File: src/rtl/core/rds_group_dispatcher_macros.svh
// Assertion macros for the RDS group dispatcher.
`ifndef RDS_GROUP_DISPATCHER_MACROS_SVH
`define RDS_GROUP_DISPATCHER_MACROS_SVH

`ifndef SYNTHESIS

`define RGD_ASSERT_IMP(label, clk, rst, ante, cons) \
   label: assert property (@(posedge clk) disable iff (rst) (ante) |-> (cons)) \
      else $error("rgd assertion failed");

`define RGD_ASSERT_NXT(label, clk, rst, ante, cons) \
   label: assert property (@(posedge clk) disable iff (rst) (ante) |=> (cons)) \
      else $error("rgd assertion failed");

`else

`define RGD_ASSERT_IMP(label, clk, rst, ante, cons)

`define RGD_ASSERT_NXT(label, clk, rst, ante, cons)

`endif

`endif

File: src/rtl/core/rgd_pkg.sv
// Shared types and constants of the RDS group dispatcher.
package rgd_pkg;

   localparam int unsigned SlotCount  = 9;
   localparam int unsigned QueueDepth = 2;
   localparam int unsigned QPtrWidth  = (QueueDepth > 1) ? $clog2(QueueDepth) : 1;
   localparam int unsigned QCntWidth  = $clog2(QueueDepth + 1);

   localparam logic [1:0] BlockBMaxReset = 2'd1;
   localparam logic [1:0] OtherMaxReset  = 2'd2;

   localparam logic CSR_BLOCK_B_MAX = 1'b0;
   localparam logic CSR_OTHER_MAX   = 1'b1;

   localparam logic [4:0] GTYPE_0A = 5'd0;
   localparam logic [4:0] GTYPE_0B = 5'd1;
   localparam logic [4:0] GTYPE_2A = 5'd4;
   localparam logic [4:0] GTYPE_2B = 5'd5;

   typedef enum logic [2:0] {
      EV_PI  = 3'd0,
      EV_PTY = 3'd1,
      EV_TP  = 3'd2,
      EV_AF  = 3'd3,
      EV_TA  = 3'd4,
      EV_PS  = 3'd5,
      EV_RT  = 3'd6
   } rgd_kind_type;

   // Candidate events of one group, in the order they are sent.
   typedef enum logic [3:0] {
      SLOT_PI_A  = 4'd0,
      SLOT_PI_C  = 4'd1,
      SLOT_PTY   = 4'd2,
      SLOT_TP    = 4'd3,
      SLOT_AF    = 4'd4,
      SLOT_TA    = 4'd5,
      SLOT_PS_HI = 4'd6,
      SLOT_PS_LO = 4'd7,
      SLOT_RT    = 4'd8
   } rgd_slot_type;

   typedef struct packed {
      logic [SlotCount-1:0] mask;
      logic [15:0]          word_a;
      logic [15:0]          word_b;
      logic [15:0]          word_c;
      logic [15:0]          word_d;
   } rgd_entry_type;

   typedef struct packed {
      logic not_empty;
      logic full;
   } rgd_q_status_type;

endpackage

File: src/rtl/core/rgd_front.sv
// Front end: configuration registers and classification of incoming groups.
module rgd_front (
   input  logic                  clock,
   input  logic                  reset,
   input  logic                  start,
   input  logic                  busy,
   input  logic                  req_group_valid,
   input  logic [1:0]            req_err_a,
   input  logic [1:0]            req_err_b,
   input  logic [1:0]            req_err_c,
   input  logic [1:0]            req_err_d,
   input  logic [15:0]           req_word_a,
   input  logic [15:0]           req_word_b,
   input  logic [15:0]           req_word_c,
   input  logic [15:0]           req_word_d,
   input  logic                  csr_we,
   input  logic                  csr_index,
   input  logic [1:0]            csr_wdata,
   output logic                  push,
   output rgd_pkg::rgd_entry_type push_entry
);
   import rgd_pkg::*;

   logic [1:0] b_max_ff, b_max_in;
   logic [1:0] o_max_ff, o_max_in;
   logic       keep, a_ok, c_ok, d_ok, ps_group;
   logic [4:0] gtype;

   always_ff @(posedge clock) begin
      if (reset) begin
         b_max_ff <= BlockBMaxReset;
         o_max_ff <= OtherMaxReset;
      end else begin
         b_max_ff <= b_max_in;
         o_max_ff <= o_max_in;
      end
   end

   always_comb begin
      b_max_in = b_max_ff;
      o_max_in = o_max_ff;
      if (csr_we) begin
         unique case (csr_index)
            CSR_BLOCK_B_MAX: b_max_in = csr_wdata;
            CSR_OTHER_MAX:   o_max_in = csr_wdata;
            default: ;
         endcase
      end
   end

   always_comb begin
      keep     = req_group_valid && (req_err_b <= b_max_ff);
      a_ok     = req_err_a <= o_max_ff;
      c_ok     = req_err_c <= o_max_ff;
      d_ok     = req_err_d <= o_max_ff;
      gtype    = req_word_b[15:11];
      ps_group = (gtype == GTYPE_0A) || (gtype == GTYPE_0B);

      push_entry.word_a = req_word_a;
      push_entry.word_b = req_word_b;
      push_entry.word_c = req_word_c;
      push_entry.word_d = req_word_d;
      push_entry.mask   = '0;
      push_entry.mask[SLOT_PI_A]  = a_ok;
      push_entry.mask[SLOT_PI_C]  = gtype[0] && c_ok;
      push_entry.mask[SLOT_PTY]   = 1'b1;
      push_entry.mask[SLOT_TP]    = 1'b1;
      push_entry.mask[SLOT_AF]    = (gtype == GTYPE_0A) && c_ok;
      push_entry.mask[SLOT_TA]    = ps_group;
      push_entry.mask[SLOT_PS_HI] = ps_group && d_ok;
      push_entry.mask[SLOT_PS_LO] = ps_group && d_ok;
      push_entry.mask[SLOT_RT]    = ((gtype == GTYPE_2A) && c_ok && d_ok)
                                 || ((gtype == GTYPE_2B) && d_ok);

      push = start && !busy && keep;
   end

endmodule

File: src/rtl/core/rgd_queue.sv
// Short queue of classified groups between the front and back ends.
module rgd_queue (
   input  logic                     clock,
   input  logic                     reset,
   input  logic                     push,
   input  rgd_pkg::rgd_entry_type   push_entry,
   input  logic                     pop,
   output rgd_pkg::rgd_entry_type   head_entry,
   output rgd_pkg::rgd_q_status_type status
);
   import rgd_pkg::*;

   rgd_entry_type        entries_ff [QueueDepth];
   logic [QPtrWidth-1:0] wr_ptr_ff, wr_ptr_in;
   logic [QPtrWidth-1:0] rd_ptr_ff, rd_ptr_in;
   logic [QCntWidth-1:0] count_ff, count_in;

   function automatic logic [QPtrWidth-1:0] ptr_next(input logic [QPtrWidth-1:0] ptr);
      logic [QPtrWidth-1:0] nxt;
      if (ptr == QPtrWidth'(QueueDepth - 1)) nxt = '0;
      else nxt = ptr + QPtrWidth'(1);
      return nxt;
   endfunction

   always_ff @(posedge clock) begin
      if (reset) begin
         wr_ptr_ff <= '0;
         rd_ptr_ff <= '0;
         count_ff  <= '0;
      end else begin
         wr_ptr_ff <= wr_ptr_in;
         rd_ptr_ff <= rd_ptr_in;
         count_ff  <= count_in;
      end
   end

   always_ff @(posedge clock) begin
      if (push) begin
         entries_ff[wr_ptr_ff] <= push_entry;
      end
   end

   always_comb begin
      wr_ptr_in = push ? ptr_next(wr_ptr_ff) : wr_ptr_ff;
      rd_ptr_in = pop  ? ptr_next(rd_ptr_ff) : rd_ptr_ff;
      count_in  = count_ff;
      if (push && !pop) count_in = count_ff + QCntWidth'(1);
      else if (pop && !push) count_in = count_ff - QCntWidth'(1);
      head_entry       = entries_ff[rd_ptr_ff];
      status.not_empty = count_ff != '0;
      status.full      = count_ff == QCntWidth'(QueueDepth);
   end

endmodule

File: src/rtl/core/rgd_back.sv
// Back end: walks the event mask of one group and sends one event word per cycle.
module rgd_back (
   input  logic                      clock,
   input  logic                      reset,
   input  rgd_pkg::rgd_q_status_type q_status,
   input  rgd_pkg::rgd_entry_type    head_entry,
   output logic                      pop,
   output logic                      rsp_valid,
   output logic [2:0]                rsp_event_kind,
   output logic [15:0]               rsp_event_value,
   output logic [3:0]                rsp_char_address,
   output logic                      rsp_text_ab,
   output logic [2:0]                rsp_char_count,
   output logic [7:0]                rsp_char0,
   output logic [7:0]                rsp_char1,
   output logic [7:0]                rsp_char2,
   output logic [7:0]                rsp_char3,
   output logic                      rsp_last
);
   import rgd_pkg::*;

   rgd_entry_type        cur_ff, cur_in;
   logic                 cur_valid_ff, cur_valid_in;
   rgd_slot_type         sel;
   logic                 found;
   logic [SlotCount-1:0] remaining;
   logic                 last_now;

   logic         rsp_valid_ff;
   rgd_kind_type kind_ff, kind_in;
   logic [15:0]  value_ff, value_in;
   logic [3:0]   addr_ff, addr_in;
   logic         ab_ff, ab_in;
   logic [2:0]   count_ff, count_in;
   logic [7:0]   c0_ff, c0_in, c1_ff, c1_in, c2_ff, c2_in, c3_ff, c3_in;
   logic         last_ff;

   always_comb begin
      sel   = SLOT_PI_A;
      found = 1'b0;
      for (int i = 0; i < SlotCount; i++) begin
         if (!found && cur_ff.mask[i]) begin
            sel   = rgd_slot_type'(i[3:0]);
            found = 1'b1;
         end
      end
      remaining = cur_ff.mask & ~(SlotCount'(1) << sel);
      last_now  = remaining == '0;
      pop       = q_status.not_empty && (!cur_valid_ff || last_now);

      cur_in       = cur_ff;
      cur_valid_in = cur_valid_ff;
      if (pop) begin
         cur_in       = head_entry;
         cur_valid_in = 1'b1;
      end else if (cur_valid_ff) begin
         cur_in.mask  = remaining;
         cur_valid_in = !last_now;
      end
   end

   always_comb begin
      kind_in  = EV_PI;
      value_in = '0;
      addr_in  = '0;
      ab_in    = 1'b0;
      count_in = '0;
      c0_in    = '0;
      c1_in    = '0;
      c2_in    = '0;
      c3_in    = '0;
      unique case (sel)
         SLOT_PI_A: value_in = cur_ff.word_a;
         SLOT_PI_C: value_in = cur_ff.word_c;
         SLOT_PTY: begin
            kind_in  = EV_PTY;
            value_in = {11'd0, cur_ff.word_b[9:5]};
         end
         SLOT_TP: begin
            kind_in  = EV_TP;
            value_in = {15'd0, cur_ff.word_b[10]};
         end
         SLOT_AF: begin
            kind_in  = EV_AF;
            value_in = cur_ff.word_c;
         end
         SLOT_TA: begin
            kind_in  = EV_TA;
            value_in = {15'd0, cur_ff.word_b[4]};
         end
         SLOT_PS_HI: begin
            kind_in  = EV_PS;
            addr_in  = {1'b0, cur_ff.word_b[1:0], 1'b0};
            count_in = 3'd1;
            c0_in    = cur_ff.word_d[15:8];
         end
         SLOT_PS_LO: begin
            kind_in  = EV_PS;
            addr_in  = {1'b0, cur_ff.word_b[1:0], 1'b1};
            count_in = 3'd1;
            c0_in    = cur_ff.word_d[7:0];
         end
         SLOT_RT: begin
            kind_in = EV_RT;
            addr_in = cur_ff.word_b[3:0];
            ab_in   = cur_ff.word_b[4];
            // Version B of group 2 carries two characters in block D only.
            if (cur_ff.word_b[11]) begin
               count_in = 3'd2;
               c0_in    = cur_ff.word_d[15:8];
               c1_in    = cur_ff.word_d[7:0];
            end else begin
               count_in = 3'd4;
               c0_in    = cur_ff.word_c[15:8];
               c1_in    = cur_ff.word_c[7:0];
               c2_in    = cur_ff.word_d[15:8];
               c3_in    = cur_ff.word_d[7:0];
            end
         end
         default: ;
      endcase
   end

   always_ff @(posedge clock) begin
      if (reset) begin
         cur_valid_ff <= 1'b0;
         rsp_valid_ff <= 1'b0;
      end else begin
         cur_valid_ff <= cur_valid_in;
         rsp_valid_ff <= cur_valid_ff;
      end
   end

   always_ff @(posedge clock) begin
      cur_ff <= cur_in;
      if (cur_valid_ff) begin
         kind_ff  <= kind_in;
         value_ff <= value_in;
         addr_ff  <= addr_in;
         ab_ff    <= ab_in;
         count_ff <= count_in;
         c0_ff    <= c0_in;
         c1_ff    <= c1_in;
         c2_ff    <= c2_in;
         c3_ff    <= c3_in;
         last_ff  <= last_now;
      end
   end

   assign rsp_valid        = rsp_valid_ff;
   assign rsp_event_kind   = kind_ff;
   assign rsp_event_value  = value_ff;
   assign rsp_char_address = addr_ff;
   assign rsp_text_ab      = ab_ff;
   assign rsp_char_count   = count_ff;
   assign rsp_char0        = c0_ff;
   assign rsp_char1        = c1_ff;
   assign rsp_char2        = c2_ff;
   assign rsp_char3        = c3_ff;
   assign rsp_last         = last_ff;

endmodule

File: src/rtl/core/rds_group_dispatcher.sv
// Top level of the RDS group dispatcher: front end, group queue and event sequencer.
//
//   port group   direction   handshake           moves
//   req_*        in          start / busy        one received group
//   rsp_*        out         rsp_valid strobe    one event word, rsp_last on the final one
//   csr_*        in          csr_we              one configuration register write
//
// A group is accepted in any cycle in which the two-entry queue has room.
// Each kept group yields two to seven event words, one per cycle, from the
// back-end sequencer; a group passes through the queue and the current-group
// register, and each word is registered at the output.
// Reset is synchronous and empties the queue and the sequencer; the error
// limits return to 1 for block B and 2 for the other blocks.
// The receiver cannot stall; busy rises only while the queue is full.
`include "rds_group_dispatcher_macros.svh"

module rds_group_dispatcher (
   input  logic        clock,
   input  logic        reset,
   input  logic        start,
   output logic        busy,
   input  logic        req_group_valid,
   input  logic [1:0]  req_err_a,
   input  logic [1:0]  req_err_b,
   input  logic [1:0]  req_err_c,
   input  logic [1:0]  req_err_d,
   input  logic [15:0] req_word_a,
   input  logic [15:0] req_word_b,
   input  logic [15:0] req_word_c,
   input  logic [15:0] req_word_d,
   input  logic        csr_we,
   input  logic        csr_index,
   input  logic [1:0]  csr_wdata,
   output logic        rsp_valid,
   output logic [2:0]  rsp_event_kind,
   output logic [15:0] rsp_event_value,
   output logic [3:0]  rsp_char_address,
   output logic        rsp_text_ab,
   output logic [2:0]  rsp_char_count,
   output logic [7:0]  rsp_char0,
   output logic [7:0]  rsp_char1,
   output logic [7:0]  rsp_char2,
   output logic [7:0]  rsp_char3,
   output logic        rsp_last
);
   import rgd_pkg::*;

   logic             push, pop;
   rgd_entry_type    push_entry, head_entry;
   rgd_q_status_type q_status;

   assign busy = q_status.full;

   rgd_front u_front (
      .clock           (clock),
      .reset           (reset),
      .start           (start),
      .busy            (busy),
      .req_group_valid (req_group_valid),
      .req_err_a       (req_err_a),
      .req_err_b       (req_err_b),
      .req_err_c       (req_err_c),
      .req_err_d       (req_err_d),
      .req_word_a      (req_word_a),
      .req_word_b      (req_word_b),
      .req_word_c      (req_word_c),
      .req_word_d      (req_word_d),
      .csr_we          (csr_we),
      .csr_index       (csr_index),
      .csr_wdata       (csr_wdata),
      .push            (push),
      .push_entry      (push_entry)
   );

   rgd_queue u_queue (
      .clock      (clock),
      .reset      (reset),
      .push       (push),
      .push_entry (push_entry),
      .pop        (pop),
      .head_entry (head_entry),
      .status     (q_status)
   );

   rgd_back u_back (
      .clock            (clock),
      .reset            (reset),
      .q_status         (q_status),
      .head_entry       (head_entry),
      .pop              (pop),
      .rsp_valid        (rsp_valid),
      .rsp_event_kind   (rsp_event_kind),
      .rsp_event_value  (rsp_event_value),
      .rsp_char_address (rsp_char_address),
      .rsp_text_ab      (rsp_text_ab),
      .rsp_char_count   (rsp_char_count),
      .rsp_char0        (rsp_char0),
      .rsp_char1        (rsp_char1),
      .rsp_char2        (rsp_char2),
      .rsp_char3        (rsp_char3),
      .rsp_last         (rsp_last)
   );

   // Events of one group leave in consecutive cycles.
   `RGD_ASSERT_NXT(a_group_contiguous, clock, reset, rsp_valid && !rsp_last, rsp_valid)
   // A waiting group in the queue is always followed by a valid event word at the output.
   `RGD_ASSERT_NXT(a_queue_drains, clock, reset, q_status.not_empty, ##1 rsp_valid)
   // A programme-service event carries exactly one character.
   `RGD_ASSERT_IMP(a_ps_single_char, clock, reset,
      rsp_valid && (rsp_event_kind == EV_PS), rsp_char_count == 3'd1)

endmodule

File: config.mk
export PLATFORM = sky130hd
export DESIGN_NAME = rds_group_dispatcher
export DESIGN_NICKNAME = d
export VERILOG_FILES = /design/src/rtl/core/rgd_pkg.sv /design/src/rtl/core/rgd_front.sv /design/src/rtl/core/rgd_queue.sv /design/src/rtl/core/rgd_back.sv /design/src/rtl/core/rds_group_dispatcher.sv
export VERILOG_INCLUDE_DIRS = /design/src /design/src/rtl/core
export SDC_FILE = /design/constraint.sdc
export NUM_CORES = 1
export LEC_CHECK = 0
export BUFFER_PORTS_ARGS = -buffer_cell sky130_fd_sc_hd__clkbuf_2
export CAP_MARGIN = 0
export CORE_ASPECT_RATIO = 0.8
export CORE_MARGIN = 5
export CORE_UTILIZATION = 51
export CTS_BUF_LIST = sky130_fd_sc_hd__clkbuf_16
export DETAILED_ROUTE_END_ITERATION = 12
export GPL_TIMING_DRIVEN = 1
export PLACE_DENSITY = 0.77
export SYNTH_ARGS = -nofsm -noshare
export SYNTH_HDL_FRONTEND = slang
export SYNTH_SLANG_ARGS = --single-unit
export TNS_END_PERCENT = 20
File: constraint.sdc
create_clock -name clock -period 4.3 [get_ports clock]
set_input_delay 0.215 -clock clock [delete_from_list [all_inputs] [get_ports clock]]
set_output_delay 0.215 -clock clock [all_outputs]
set_load 0.05 [all_outputs]
# Word level (Yosys, flattened, before mapping)
# Memory sizes are Yosys's and may differ from the RTL's. A register that Yosys moved wholly into a read port is not among the register bits.
# Cells that the tools add are included.
# totals
regBits	139
ramBits	142
latchBits	0
mem_count	1
output_inout_bits	62
inputBits	80
mem_bits_ro	0
wordCells	131
# classes
n_shift	1
eq_ne	12
n_mul	0
order_cmp	4
addsub	4
div	0
reduce_logical	47
muxes	36
bitwise	4
# mem_list
memory	depth	word_bits	read_ports	rd_clocked_by_memory_dff	wr	line	text
u_queue.entries_ff	2	71	1	1	1	rgd_queue.sv:13	rgd_entry_type entries_ff [QueueDepth];
# ops
operator	count
case mux 16 bit (5 select lines)	1
case mux 8 bit (3 select lines)	1
logical AND 1 bit	20
two-way mux 9 bit	2
case mux 3 bit (6 select lines)	1
two-way mux 1 bit	17
equality test 4 x 3 -> 1 bit (second input constant)	4
two-way mux 8 bit	2
two-way mux 3 bit	5
zero test 1 bit	13
case mux 4 bit (3 select lines)	1
equality test 5 x 3 -> 1 bit (second input constant)	2
AND 9 bit	1
zero test 9 bit	1
inverter 9 bit	1
left shift 1 x 4 -> 9 bit (first input constant)	1
equality test 4 x 2 -> 1 bit (second input constant)	2
less-or-equal comparator 2 bit	4
two-way mux 2 bit	4
case mux 3 bit (2 select lines)	1
nonzero test 2 bit	3
OR reduction 2 bit	3
equality test 5 x 1 -> 1 bit (second input constant)	1
zero test 5 bit	1
11 further kinds	16

# Longest topological paths before layout
# Gate-level depths: netlist of run 1.
# depth
ltp_word	34
depth_mapped	11
depth_no_buf	10

# Hierarchy
# Synthesis of run 1 repeated with hierarchy kept, for this count alone.
# unflattened
cells_unflattened	677
area_unflattened_um2	11567.3
# by_module_without_submodules
mod	n_inst	area_per_inst_um2	seq_area_each_um2	cells_per_inst
rgd_queue	1	5502.8	4484.3	249
rgd_back	1	5139.9	3913.8	309
rgd_front	1	924.6	80.1	119

# Least setup slack after synthesis of run 1
# Ideal clock, no wire load.
# synth_timing
kind	register -> register
startpoint	register u_back.cur_ff[67] (netlist bit)
endpoint	register u_queue.count_ff[1]
setup_time_ns	0.071
path_stages_with_launch	11
arrival_time_ns	4.318
path_buffers	2
period_less_slack_ns	4.389
setup_slack_ns	-0.089
required_ns	4.229
cell_sequence	edfxtp_1 > buf_6 > or4_4 > buf_6 > a2111oi_4 > nor4_2 > nor3_4 > inv_1 > ha_1 > or3_1 > a21oi_1
# synth_via
elab_chain_cells	26
elab_cells_between_ends	33
cone_classes	shift (1); mux (12); bitwise (2); reduce/logical (18)
# synth_lines
element	line	text
start: declaration	rgd_back.sv:22	rgd_entry_type cur_ff, cur_in;
start signal: assignment	rgd_back.sv:135	cur_ff <= cur_in;
logical AND 1 bit	rgd_back.sv:42	if (!found && cur_ff.mask[i]) begin
two-way mux 1 bit	rgd_back.sv:42	
zero test 1 bit	rgd_back.sv:42	
logical AND 1 bit	rgd_back.sv:42	
two-way mux 1 bit	rgd_back.sv:42	
zero test 1 bit	rgd_back.sv:42	
logical AND 1 bit	rgd_back.sv:42	
two-way mux 1 bit	rgd_back.sv:42	
(+10 left out)	n/a	
inverter 9 bit	rgd_back.sv:47	remaining = cur_ff.mask & ~(SlotCount'(1) << sel);
AND 9 bit *	rgd_back.sv:47	
zero test 9 bit *	rgd_back.sv:48	last_now = remaining == '0;
logical OR 1 bit *	rgd_back.sv:49	pop = q_status.not_empty && (!cur_valid_ff || last_now);
logical AND 1 bit *	rgd_back.sv:49	
zero test 1 bit	rgd_queue.sv:47	if (push && !pop) count_in = count_ff + QCntWidth'(1);
logical AND 1 bit	rgd_queue.sv:47	
two-way mux 2 bit / nonzero test 2 bit (equally long branches)	n/a	
end signal: assignment	rgd_queue.sv:33	count_ff <= count_in;
end: declaration	rgd_queue.sv:16	logic [QCntWidth-1:0] count_ff, count_in;
# Mark *: on every way between the ends. The rest lies on a longest branch, timed or not.
# A chain may end at the register's enable or synchronous reset.

==> PnR_summary.wiki, run 1 <==
{| class="wikitable"
! Metric !! Value
|-
| Clock-pin slew on the worst setup and hold paths || 0.06 ns
|-
| Antenna Cells || 0
|-
| Most frequent standard cell in the layout excluding fill and tap cells || sky130_fd_sc_hd__edfxtp_1
|-
| Maximum clock frequency || 0.316 GHz
|-
| Data arrival, critical path || 3.39 ns
|-
| Row count || 46
|-
| Critical path buffers and inverters || 1
|-
| Critical path depth in cells || 6
|-
| Via count of the first global-routing pass || 5980
|-
| Post-layout util || 64.4%
|-
| # DRC || 0
|-
| Path category of the worst min-delay check || in -> reg
|-
| Total instance count after detailed placement || 964
|-
| Delay of the slowest critical-path stage || 0.70 ns
|-
| Clock period minus final worst setup slack || 3.16 ns
|-
| Most area-hungry cell type in the Yosys netlist || sky130_fd_sc_hd__edfxtp_1
|-
| Total Routing Usage GR || 17.7%
|-
| Num Clock Sinks || 272
|-
| Relative max-transition margin || 37.5%
|-
| Via count || 5809
|-
| Max-slew violation count || 0
|-
| Synthesized flop and latch total || 272
|-
| Kind of capture point of the worst setup path || register
|-
| Aggregate negative setup slack || 0 ns
|-
| Result of the run || finished, final reports clean
|-
| Antenna violations before repair || 0
|-
| Largest fanout on the critical path || 66
|-
| Beginning of the worst register-to-register path || u_back.cur_ff[67]$_SDFFCE_PN1P_
|-
| Post-detailed-route count of antenna-violating nets || 0
|-
| Number of levels in the clock H-tree || 1
|-
| Busiest metal layer after global routing || met2
|-
| Area of placed instances || 11400 sq um
|-
| CP Cell Sequence || or4_4 -> a2111oi_4 -> nor4_2 -> nor3_4 -> buf_4 -> mux2i_1
|-
| Worst Skew || 0.0104 ns
|-
| Layout cell share with drive strength beyond 1 || 31.6%
|-
| Placeable core region || 19900 sq um
|-
| Data required time at the worst endpoint || 4.53 ns
|-
| IR drop worst, VDD || 0.000404 V
|-
| Critical setup path kind || reg -> reg
|-
| Number of enable flip-flop cells after synthesis || 261
|-
| Gate count after technology mapping || 571
|-
| Unrepaired setup endpoints after global routing || false
|-
| Port-buffer cells || 141
|-
| Overflow after GRT || 0
|-
| Transition at the pin with the smallest max-transition slack || 0.937 ns
|-
| Clock tree from TritonCTS || done
|-
| Startpoint of the most critical setup path || u_back.cur_ff[67]$_SDFFCE_PN1P_
|-
| Area grow syn2layout || 23.9%
|-
| Ports placed on the boundary || 142
|-
| Critical Path Start Type || register
|-
| Syn Nets || 660
|-
| Non-Filler Cell Area, Final || 12800 sq um
|-
| Number of buffers inserted during clock tree synthesis || 26
|-
| Post-Syn Area per Cell || 18.1 sq um
|-
| Global routing met1 resource utilization || 24.6%
|-
| Number of resized instances in the post-cts repair step || 0
|-
| Power density over cell area || 654 nW/um^2
|-
| Endpoint of the worst register-to-register path || u_back.cur_ff[68]$_DFFE_PP_
|-
| Met2 Track Usage GR || 29.3%
|-
| Worst-Skew Late Latency || 0.52 ns
|-
| First-iteration detailed-routing DRC count || 502
|-
| Syn Std Cell Area || 10300 sq um
|-
| Prevailing post-synth register cell || sky130_fd_sc_hd__edfxtp_1
|-
| Die area || 23300 sq um
|-
| Share of the clock period used by the worst path after layout || 73.6%
|-
| Wire length of the first global-routing pass || 31.8 mm
|-
| Final number of setup-violating endpoints || 0
|-
| Maxcap violations || 0
|-
| Global placement routability congestion || 0.910
|-
| Critical path destination || u_back.cur_ff[68]$_DFFE_PP_
|-
| Starting Density || 52.0%
|-
| Leakage || 0.00479 uW
|-
| Final Hold Viols || 0
|-
| Most frequent cells in the layout || sky130_fd_sc_hd__edfxtp_1 (261), sky130_fd_sc_hd__clkbuf_2 (141), sky130_fd_sc_hd__dlygate4sd3_1 (65), sky130_fd_sc_hd__mux2_2 (60), sky130_fd_sc_hd__nor2_1 (27)
|-
| Number of standard cells in the final layout excluding fillers || 1077
|-
| Count of TritonRoute iterations in the first routing pass || 6
|-
| Fraction of met3 tracks used by global routing || 3.41%
|-
| Die Y-Extent || 137 um
|-
| Top cells by area, synth || sky130_fd_sc_hd__edfxtp_1 (76%), sky130_fd_sc_hd__mux2_2 (6.5%), sky130_fd_sc_hd__dfxtp_1 (2.1%)
|-
| R2r worst-path depth || 6
|-
| Area share of the leading cell type in the synthesized netlist || 75.7%
|-
| Synth cell types || 47
|-
| DRT Wirelength || 20.8 mm
|-
| Pin count of the biggest net entering global routing || 68
|-
| Flop-to-flop setup slack || 1.14 ns
|-
| Bufs on Longest Clock Path || 3
|-
| Half-perimeter wire length of the detailed placement result || 13.6 mm
|-
| Kind of cell adding the most delay to the critical path || simple AND/OR/NAND/NOR gates
|-
| Overall die width || 169 um
|-
| DR WL/cell || 19.3 um
|-
| Fraction of registers with async set or reset after synthesis || 0%
|-
| Ys Warns || 0
|-
| Seq/Total Area, Yosys || 77.9%
|-
| Via density || 5.39
|-
| Total Nets Final || 882
|-
| Worst path slowest cell || sky130_fd_sc_hd__buf_4
|-
| Root Buffer || sky130_fd_sc_hd__clkbuf_16
|}
## area by class of cell
| type | instances | area, sq um |
|---|---|---|
| Timing Repair Buffer | 213 | 1420 |
| Tap cell | 264 | 330 |
| Clock inverter | 22 | 135 |
| Fill cell | 1404 | 7100 |
| Clock buffer | 26 | 651 |
| Multi-Input combinational cell | 266 | 2170 |
| Inverter | 14 | 52.6 |
| Sequential cell | 272 | 8060 |
## worst min-delay path by stage
stage                   startpoint                             endpoint  slack [ns]  cells past startpoint
detailed placement  req_word_c[13]  u_queue.entries_ff[0][29]$_DFFE_PP_        0.41                      1
global placement    req_word_a[14]  u_queue.entries_ff[0][62]$_DFFE_PP_        0.40                      1
global route        req_word_b[14]  u_queue.entries_ff[1][67]$_DFFE_PP_        0.02                      2
CTS                 req_word_b[14]  u_queue.entries_ff[1][67]$_DFFE_PP_        0.02                      2
finish              req_word_b[14]  u_queue.entries_ff[1][67]$_DFFE_PP_        0.03                      2
floorplan            req_word_d[0]   u_queue.entries_ff[0][0]$_DFFE_PP_        0.31                      0
## synthesized netlist by cell type, types with 3 or more instances
library cell,number
sky130_fd_sc_hd__edfxtp_1,261
sky130_fd_sc_hd__mux2_2,60
sky130_fd_sc_hd__nor2_1,29
sky130_fd_sc_hd__and2_1,23
sky130_fd_sc_hd__a22o_1,22
sky130_fd_sc_hd__mux2i_1,20
sky130_fd_sc_hd__inv_1,14
sky130_fd_sc_hd__nand2_1,14
sky130_fd_sc_hd__o21ai_0,14
sky130_fd_sc_hd__dfxtp_1,11
sky130_fd_sc_hd__a21o_1,10
sky130_fd_sc_hd__clkbuf_1,9
sky130_fd_sc_hd__ha_1,9
sky130_fd_sc_hd__a21oi_1,8
sky130_fd_sc_hd__buf_1,7
sky130_fd_sc_hd__a221o_1,6
sky130_fd_sc_hd__nor2b_1,6
sky130_fd_sc_hd__and3_1,5
sky130_fd_sc_hd__nor4_1,4
sky130_fd_sc_hd__o31ai_1,4
sky130_fd_sc_hd__or3_1,3
## power by group
group | leakage [uW] | internal, uW | switching [uW] | total (uW)
Sequential | 0.00252 | 3720 | 451 | 4170
Clock | 0.000411 | 1160 | 903 | 2060
Combinational | 0.00186 | 653 | 1500 | 2150
Total | 0.00479 | 5530 | 2860 | 8390
## kinds of logic (layout without fill, tap and decap cells)
family	Yosys count	count (layout)	share of synthesized area, %
mux	80	80	8.46
flops	272	272	77.9
xor+xnor	3	3	0.254
simple gates	99	99	5.28
compound gates	75	75	5.69
buf+inv	33	275	1.35
fa+ha+maj	9	9	1.09
## registers in the layout, indices dropped and copies added, names as in the netlist, 2 cells and up, named ones only
signal,cells
u_back.rsp_char1,8
u_back.cur_ff,69
u_back.rsp_event_kind,3
u_back.rsp_char3,8
u_queue.entries_ff,132
u_back.rsp_char_address,4
u_back.rsp_char0,8
u_queue.count_ff,2
u_front.b_max_ff,2
u_back.rsp_event_value,16
u_back.rsp_char_count,3
u_back.rsp_char2,8
u_front.o_max_ff,2
## through the flow
step	hold WS (ns)	power, uW	setup slack [ns]
after floorplan	0.314	5660	-0.0885
after global placement	0.404	6230	1.26
after detailed placement	0.408	6320	1.16
after CTS	0.0172	8430	1.15
after global routing	0.0240	8740	0.903
final	0.0292	8390	1.14
## routing by layer
metal | up-vias | routed length [um]
met5 | - | 0
met4 | 0 | 410
met3 | 35 | 1570
met2 | 225 | 10100
met1 | 2862 | 8750
li1 | 2687 | -
## repair_timing
| item | in CTS | in global routing |
|---|---|---|
| setup buffers | 0 | 0 |
| endpoints found under the hold margin | 126 | 0 |
| hold buffers | 65 | 0 |
Power figures use the tool's default switching activity.
==> run 2: changes to the inputs <==
==> constraint.sdc (replaced) <==
create_clock -name clock -period 2.7 [get_ports clock]
set_input_delay 0.135 -clock clock [delete_from_list [all_inputs] [get_ports clock]]
set_output_delay 0.135 -clock clock [all_outputs]
set_load 0.05 [all_outputs]
==> PnR_summary.wiki, run 2 (synthesis gave the netlist of run 1 again) <==
{| class="wikitable"
! Metric !! Value
|-
| Result of the run || finished, final reports clean
|-
| Switching Share || 33.0%
|-
| Hold slack final || 0.0215 ns
|-
| Critical Path Start Type || register
|-
| Placeable core region || 19900 sq um
|-
| Clock-pin slew on the worst setup and hold paths || 0.06 ns
|-
| Most frequent standard cell in the layout excluding fill and tap cells || sky130_fd_sc_hd__edfxtp_1
|-
| Portion of total power attributed to the clock network || 26.5%
|-
| Share of power burned in combinational logic || 27.8%
|-
| Int Pwr || 9440 uW
|-
| Switch Pwr || 4660 uW
|-
| Post-layout util || 66.5%
|-
| Wire length of the first global-routing pass || 32.9 mm
|-
| Pin count of the biggest net entering global routing || 67
|-
| Final Hold Viols || 0
|-
| Total Routing Usage GR || 18.3%
|-
| Clock period minus final worst setup slack || 2.56 ns
|-
| Transition at the pin with the smallest max-transition slack || 0.802 ns
|-
| Leakage || 0.00498 uW
|-
| Number of levels in the clock H-tree || 1
|-
| Starting Density || 52.0%
|-
| First-iteration detailed-routing DRC count || 523
|-
| Die Y-Extent || 137 um
|-
| # DRC || 0
|-
| Via count of the first global-routing pass || 6026
|-
| Maxcap violations || 0
|-
| Number of buffers inserted during clock tree synthesis || 26
|-
| Non-Filler Cell Area, Final || 13200 sq um
|-
| Global placement routability congestion || 0.836
|-
| Maximum clock frequency || 0.391 GHz
|-
| Number of flip-flops in the largest register || 132
|-
| Post-detailed-route count of antenna-violating nets || 0
|-
| Final number of setup-violating endpoints || 0
|-
| Row count || 46
|-
| Ports placed on the boundary || 142
|-
| Overflow after GRT || 0
|-
| Via density || 5.36
|-
| Antenna violations before repair || 0
|-
| Count of TritonRoute iterations in the first routing pass || 5
|-
| Critical setup path kind || reg -> reg
|-
| Power density over cell area || 1060 nW/um^2
|-
| Worst Skew || 0.0188 ns
|-
| Power after layout || 14100 uW
|-
| Port-buffer cells || 141
|-
| Register containing the most flip-flops in the final layout || u_queue.entries_ff
|-
| Data required time at the worst endpoint || 3.16 ns
|-
| Antenna Cells || 0
|-
| Pre-CTS setup slack || 0.0861 ns
|-
| Relative max-transition margin || 46.6%
|-
| Bufs on Longest Clock Path || 3
|-
| Total Nets Final || 909
|-
| Max-slew violation count || 0
|-
| Kind of capture point of the worst setup path || register
|-
| Area grow syn2layout || 28.0%
|-
| Overall die width || 169 um
|-
| Layout cell share with drive strength beyond 1 || 33.8%
|-
| DRT Wirelength || 21.2 mm
|-
| Via count || 5914
|-
| Area of placed instances || 11600 sq um
|-
| Num Clock Sinks || 272
|-
| Path category of the worst min-delay check || in -> reg
|-
| Share of the clock period used by the worst path after layout || 94.7%
|-
| Proportion of power drawn by flip-flops and latches || 45.7%
|-
| Final setup slack of the worst path || 0.142 ns
|-
| Flop-to-flop setup slack || 0.14 ns
|-
| Worst-Skew Late Latency || 0.52 ns
|-
| Largest fanout on the critical path || 4
|-
| Clock tree from TritonCTS || done
|-
| IR drop worst, VDD || 0.000900 V
|-
| Root Buffer || sky130_fd_sc_hd__clkbuf_16
|-
| DR WL/cell || 19.2 um
|-
| Most frequent cells in the layout || sky130_fd_sc_hd__edfxtp_1 (261), sky130_fd_sc_hd__clkbuf_2 (141), sky130_fd_sc_hd__dlygate4sd3_1 (71), sky130_fd_sc_hd__mux2_2 (60), sky130_fd_sc_hd__clkbuf_16 (27)
|-
| Die area || 23300 sq um
|-
| Data arrival, critical path || 3.01 ns
|-
| Half-perimeter wire length of the detailed placement result || 13.6 mm
|}
-- run 2: changes by cell type in the layout (fill, tap and decap cells not counted), moves of 2 or more --
cell | before | now
sky130_fd_sc_hd__buf_12 | 1 | 4
sky130_fd_sc_hd__clkinv_2 | 7 | 4
sky130_fd_sc_hd__bufinv_16 | 1 | 5
sky130_fd_sc_hd__inv_1 | 19 | 16
sky130_fd_sc_hd__dlygate4sd3_1 | 65 | 71
sky130_fd_sc_hd__buf_4 | 6 | 24
sky130_fd_sc_hd__clkinv_1 | 7 | 9
-- run 2: cell type report --
class                   count  area [sq um]
flip-flops and latches    272          8060
fillers                  1374          6670
multi-input cells         266          2220
repair buffers            240          1680
clock buffers              27           676
well taps                 264           330
clock inverters            21           223
inverters                  14          52.6
-- run 2: per-stage QoR --
step,cells,TNS [ns]
2_1_floorplan,571,-223.11
3_3_place_gp,982,0
3_5_place_dp,982,0
4_1_cts,1101,0
5_1_grt,1104,-0.000845
6_report,1104,0
-- run 2: timing repair --
item,4_1_cts,5_1_grt
endpoints found under the hold margin,135,0
gates resized for setup,0,9
hold buffers,71,0
setup buffers,0,3
setup endpoints to repair,0,25
-- run 2: final timing paths --
path | cells past startpoint | endpoint | start
setup / recovery | 9 | u_queue.count_ff[1]$_SDFFE_PP0P_ | u_back.cur_ff[65]$_DFFE_PP_
hold / removal | 2 | u_queue.entries_ff[0][70]$_DFFE_PP_ | req_word_b[13]
setup reg to reg | 9 | u_queue.count_ff[1]$_SDFFE_PP0P_ | u_back.cur_ff[65]$_DFFE_PP_
hold reg to reg | 1 | u_front.o_max_ff[1]$_SDFFE_PP1P_ | u_front.o_max_ff[1]$_SDFFE_PP1P_
-- run 2: critical path, stage by stage, from the launching register on --
cell	delay (ns)
sky130_fd_sc_hd__edfxtp_1	0.39
sky130_fd_sc_hd__or4_4	0.59
sky130_fd_sc_hd__buf_4	0.17
sky130_fd_sc_hd__a2111oi_4	0.29
sky130_fd_sc_hd__nor4_4	0.08
sky130_fd_sc_hd__nor3_4	0.14
sky130_fd_sc_hd__inv_1	0.06
sky130_fd_sc_hd__ha_1	0.30
sky130_fd_sc_hd__or3_1	0.37
sky130_fd_sc_hd__a21oi_2	0.11
-- run 2: metal layers --
metal	wire length [um]	GRT usage (%)	part of all wire (%)
met2	10000	29.5	47
met3	1310	2.78	6.2
met1	9440	26.6	44
met5	0	0	0
met4	469	4.60	2.2
-- run 2: power groups by stage --
| stage | combinational, uW | sequential (uW) | clock [uW] |
|---|---|---|---|
| 2_1_floorplan | 1490 | 7520 | 0 |
| 3_3_place_gp | 3670 | 6490 | 0 |
| 3_5_place_dp | 3740 | 6520 | 0 |
| 4_1_cts | 3820 | 6440 | 3790 |
| 5_1_grt | 4140 | 6530 | 4030 |
| 6_report | 3910 | 6440 | 3740 |
==> run 3: changes to the inputs <==
--- a/config.mk
+++ b/config.mk
@@ -15,6 +15,8 @@
 export DETAILED_ROUTE_END_ITERATION = 12
 export GPL_TIMING_DRIVEN = 1
 export PLACE_DENSITY = 0.77
+export REMOVE_ABC_BUFFERS = 1
+export SKIP_CTS_REPAIR_TIMING = 1
 export SYNTH_ARGS = -nofsm -noshare
 export SYNTH_HDL_FRONTEND = slang
 export SYNTH_SLANG_ARGS = --single-unit
==> PnR_summary.wiki, run 3 (synthesis gave the netlist of run 1 again) <==
{| class="wikitable"
! Metric !! Value
|-
| Result of the run || finished, final reports clean
|-
| Post-layout util || 66.2%
|-
| Largest fanout on the critical path || 7
|-
| Num Clock Sinks || 272
|-
| Clock tree from TritonCTS || done
|-
| Area grow syn2layout || 27.4%
|-
| Layout cell share with drive strength beyond 1 || 34.0%
|-
| Most frequent standard cell in the layout excluding fill and tap cells || sky130_fd_sc_hd__edfxtp_1
|-
| Critical setup path kind || reg -> reg
|-
| Switching Share || 33.7%
|-
| Root Buffer || sky130_fd_sc_hd__clkbuf_16
|-
| Number of levels in the clock H-tree || 1
|-
| Data arrival, critical path || 3.12 ns
|-
| Share of the clock period used by the worst path after layout || 99.3%
|-
| Final setup slack of the worst path || 0.0183 ns
|-
| Clock-pin slew on the worst setup and hold paths || 0.06 ns
|-
| Bufs on Longest Clock Path || 3
|-
| Pre-CTS setup slack || -0.155 ns
|-
| Power density over cell area || 1060 nW/um^2
|-
| IR drop worst, VDD || 0.000601 V
|-
| Hold path startpoint || req_word_b[14]
|-
| Via count || 5973
|-
| Leakage || 0.00497 uW
|-
| Startpoint of the most critical setup path || u_back.cur_ff[64]$_DFFE_PP_
|-
| Switch Pwr || 4690 uW
|-
| Port-buffer cells || 141
|-
| Starting Density || 52.0%
|-
| Worst-Skew Late Latency || 0.52 ns
|-
| Count of TritonRoute iterations in the first routing pass || 6
|-
| Post-detailed-route count of antenna-violating nets || 0
|-
| Pin count of the biggest net entering global routing || 67
|-
| Final Hold Viols || 0
|-
| Portion of total power attributed to the clock network || 25.4%
|-
| Max-slew violation count || 0
|-
| Final number of setup-violating endpoints || 0
|-
| Row count || 46
|-
| Maximum clock frequency || 0.373 GHz
|-
| Placeable core region || 19900 sq um
|-
| Number of buffers inserted during clock tree synthesis || 26
|-
| Relative max-transition margin || 29.8%
|-
| Share of power burned in combinational logic || 28.6%
|-
| Path category of the worst min-delay check || in -> reg
|-
| Via count of the first global-routing pass || 5719
|-
| Antenna violations before repair || 0
|-
| # DRC || 0
|-
| Clock period minus final worst setup slack || 2.68 ns
|-
| Die Y-Extent || 137 um
|-
| Data required time at the worst endpoint || 3.14 ns
|-
| Antenna Cells || 0
|-
| Total Routing Usage GR || 17.2%
|-
| Number of flip-flops in the largest register || 132
|-
| DR WL/cell || 19.6 um
|-
| Wire length of the first global-routing pass || 30.9 mm
|-
| Via density || 5.42
|-
| Die area || 23300 sq um
|-
| Global placement routability congestion || 0.939
|-
| Beginning of the worst register-to-register path || u_back.cur_ff[64]$_DFFE_PP_
|-
| Overall die width || 169 um
|-
| Critical Path Start Type || register
|-
| Worst Skew || 0.0157 ns
|-
| DRT Wirelength || 21.5 mm
|-
| Kind of capture point of the worst setup path || register
|-
| Overflow after GRT || 0
|-
| First-iteration detailed-routing DRC count || 617
|-
| Register containing the most flip-flops in the final layout || u_queue.entries_ff
|-
| Maxcap violations || 0
|-
| Ports placed on the boundary || 142
|-
| Proportion of power drawn by flip-flops and latches || 45.9%
|-
| Number of standard cells in the final layout excluding fillers || 1102
|-
| Half-perimeter wire length of the detailed placement result || 13.6 mm
|-
| Transition at the pin with the smallest max-transition slack || 1.05 ns
|-
| Total Nets Final || 907
|-
| Total instance count after detailed placement || 981
|-
| Int Pwr || 9240 uW
|-
| Most frequent cells in the layout || sky130_fd_sc_hd__edfxtp_1 (261), sky130_fd_sc_hd__clkbuf_2 (141), sky130_fd_sc_hd__dlygate4sd3_1 (70), sky130_fd_sc_hd__mux2_2 (60), sky130_fd_sc_hd__clkbuf_16 (27)
|}
run 3: critical path, stage by stage, from the launching register on:
cell and delay [ns]:
sky130_fd_sc_hd__edfxtp_1 0.41, sky130_fd_sc_hd__or4_4 0.62, sky130_fd_sc_hd__a2111oi_4 0.42, sky130_fd_sc_hd__nor4_4 0.10, sky130_fd_sc_hd__nor3_4 0.16, sky130_fd_sc_hd__inv_2 0.07, sky130_fd_sc_hd__ha_4 0.16, sky130_fd_sc_hd__xor2_1 0.15
sky130_fd_sc_hd__or3_1 0.32, sky130_fd_sc_hd__a21oi_1 0.19
run 3: routing by layer:
layer  vias up  GRT usage [%]  wire (um)
met1      2886           23.6       8630
met4         0           4.69        587
met3        60           3.30       1750
met5         -              0          0
met2       291           28.6      10600
li1       2736              -          -
run 3: final cells by class:
type                    count  area [sq um]
repair buffers            238          1660
fillers                  1364          6730
clock inverters            21           173
inverters                  14          52.6
flip-flops and latches    272          8060
clock buffers              27           676
well taps                 264           330
multi-input cells         266          2240
run 3: path summary, 6_finish.rpt:
kind	end	slack [ns]	depth (start not counted)
hold reg to reg	u_front.b_max_ff[0]$_SDFFE_PP1P_	0.49	2
setup reg to reg	u_queue.count_ff[1]$_SDFFE_PP0P_	0.02	9
setup / recovery	u_queue.count_ff[1]$_SDFFE_PP0P_	0.02	9
hold / removal	u_queue.entries_ff[1][70]$_DFFE_PP_	0.05	3
run 3: per-stage QoR:
step	power, uW	area (sq um)	TNS, ns	hold slack, ns
CTS	13800	12400	-2.13	-0.209
global route	14500	13200	-0.0653	0.0467
finish	13900	13200	0	0.0543
floorplan	8960	10300	-290.79	0.202
global placement	10100	11600	0	0.324
detailed placement	10200	11600	-1.84	0.328
run 3: power by group through the flow:
stage                     combinational (uW)  clock, uW  sequential, uW
after floorplan                         1310          0            7650
after global placement                  3620          0            6440
after detailed placement                3760          0            6480
after CTS                               3770       3620            6390
after global routing                    4220       3820            6470
final                                   3990       3550            6400
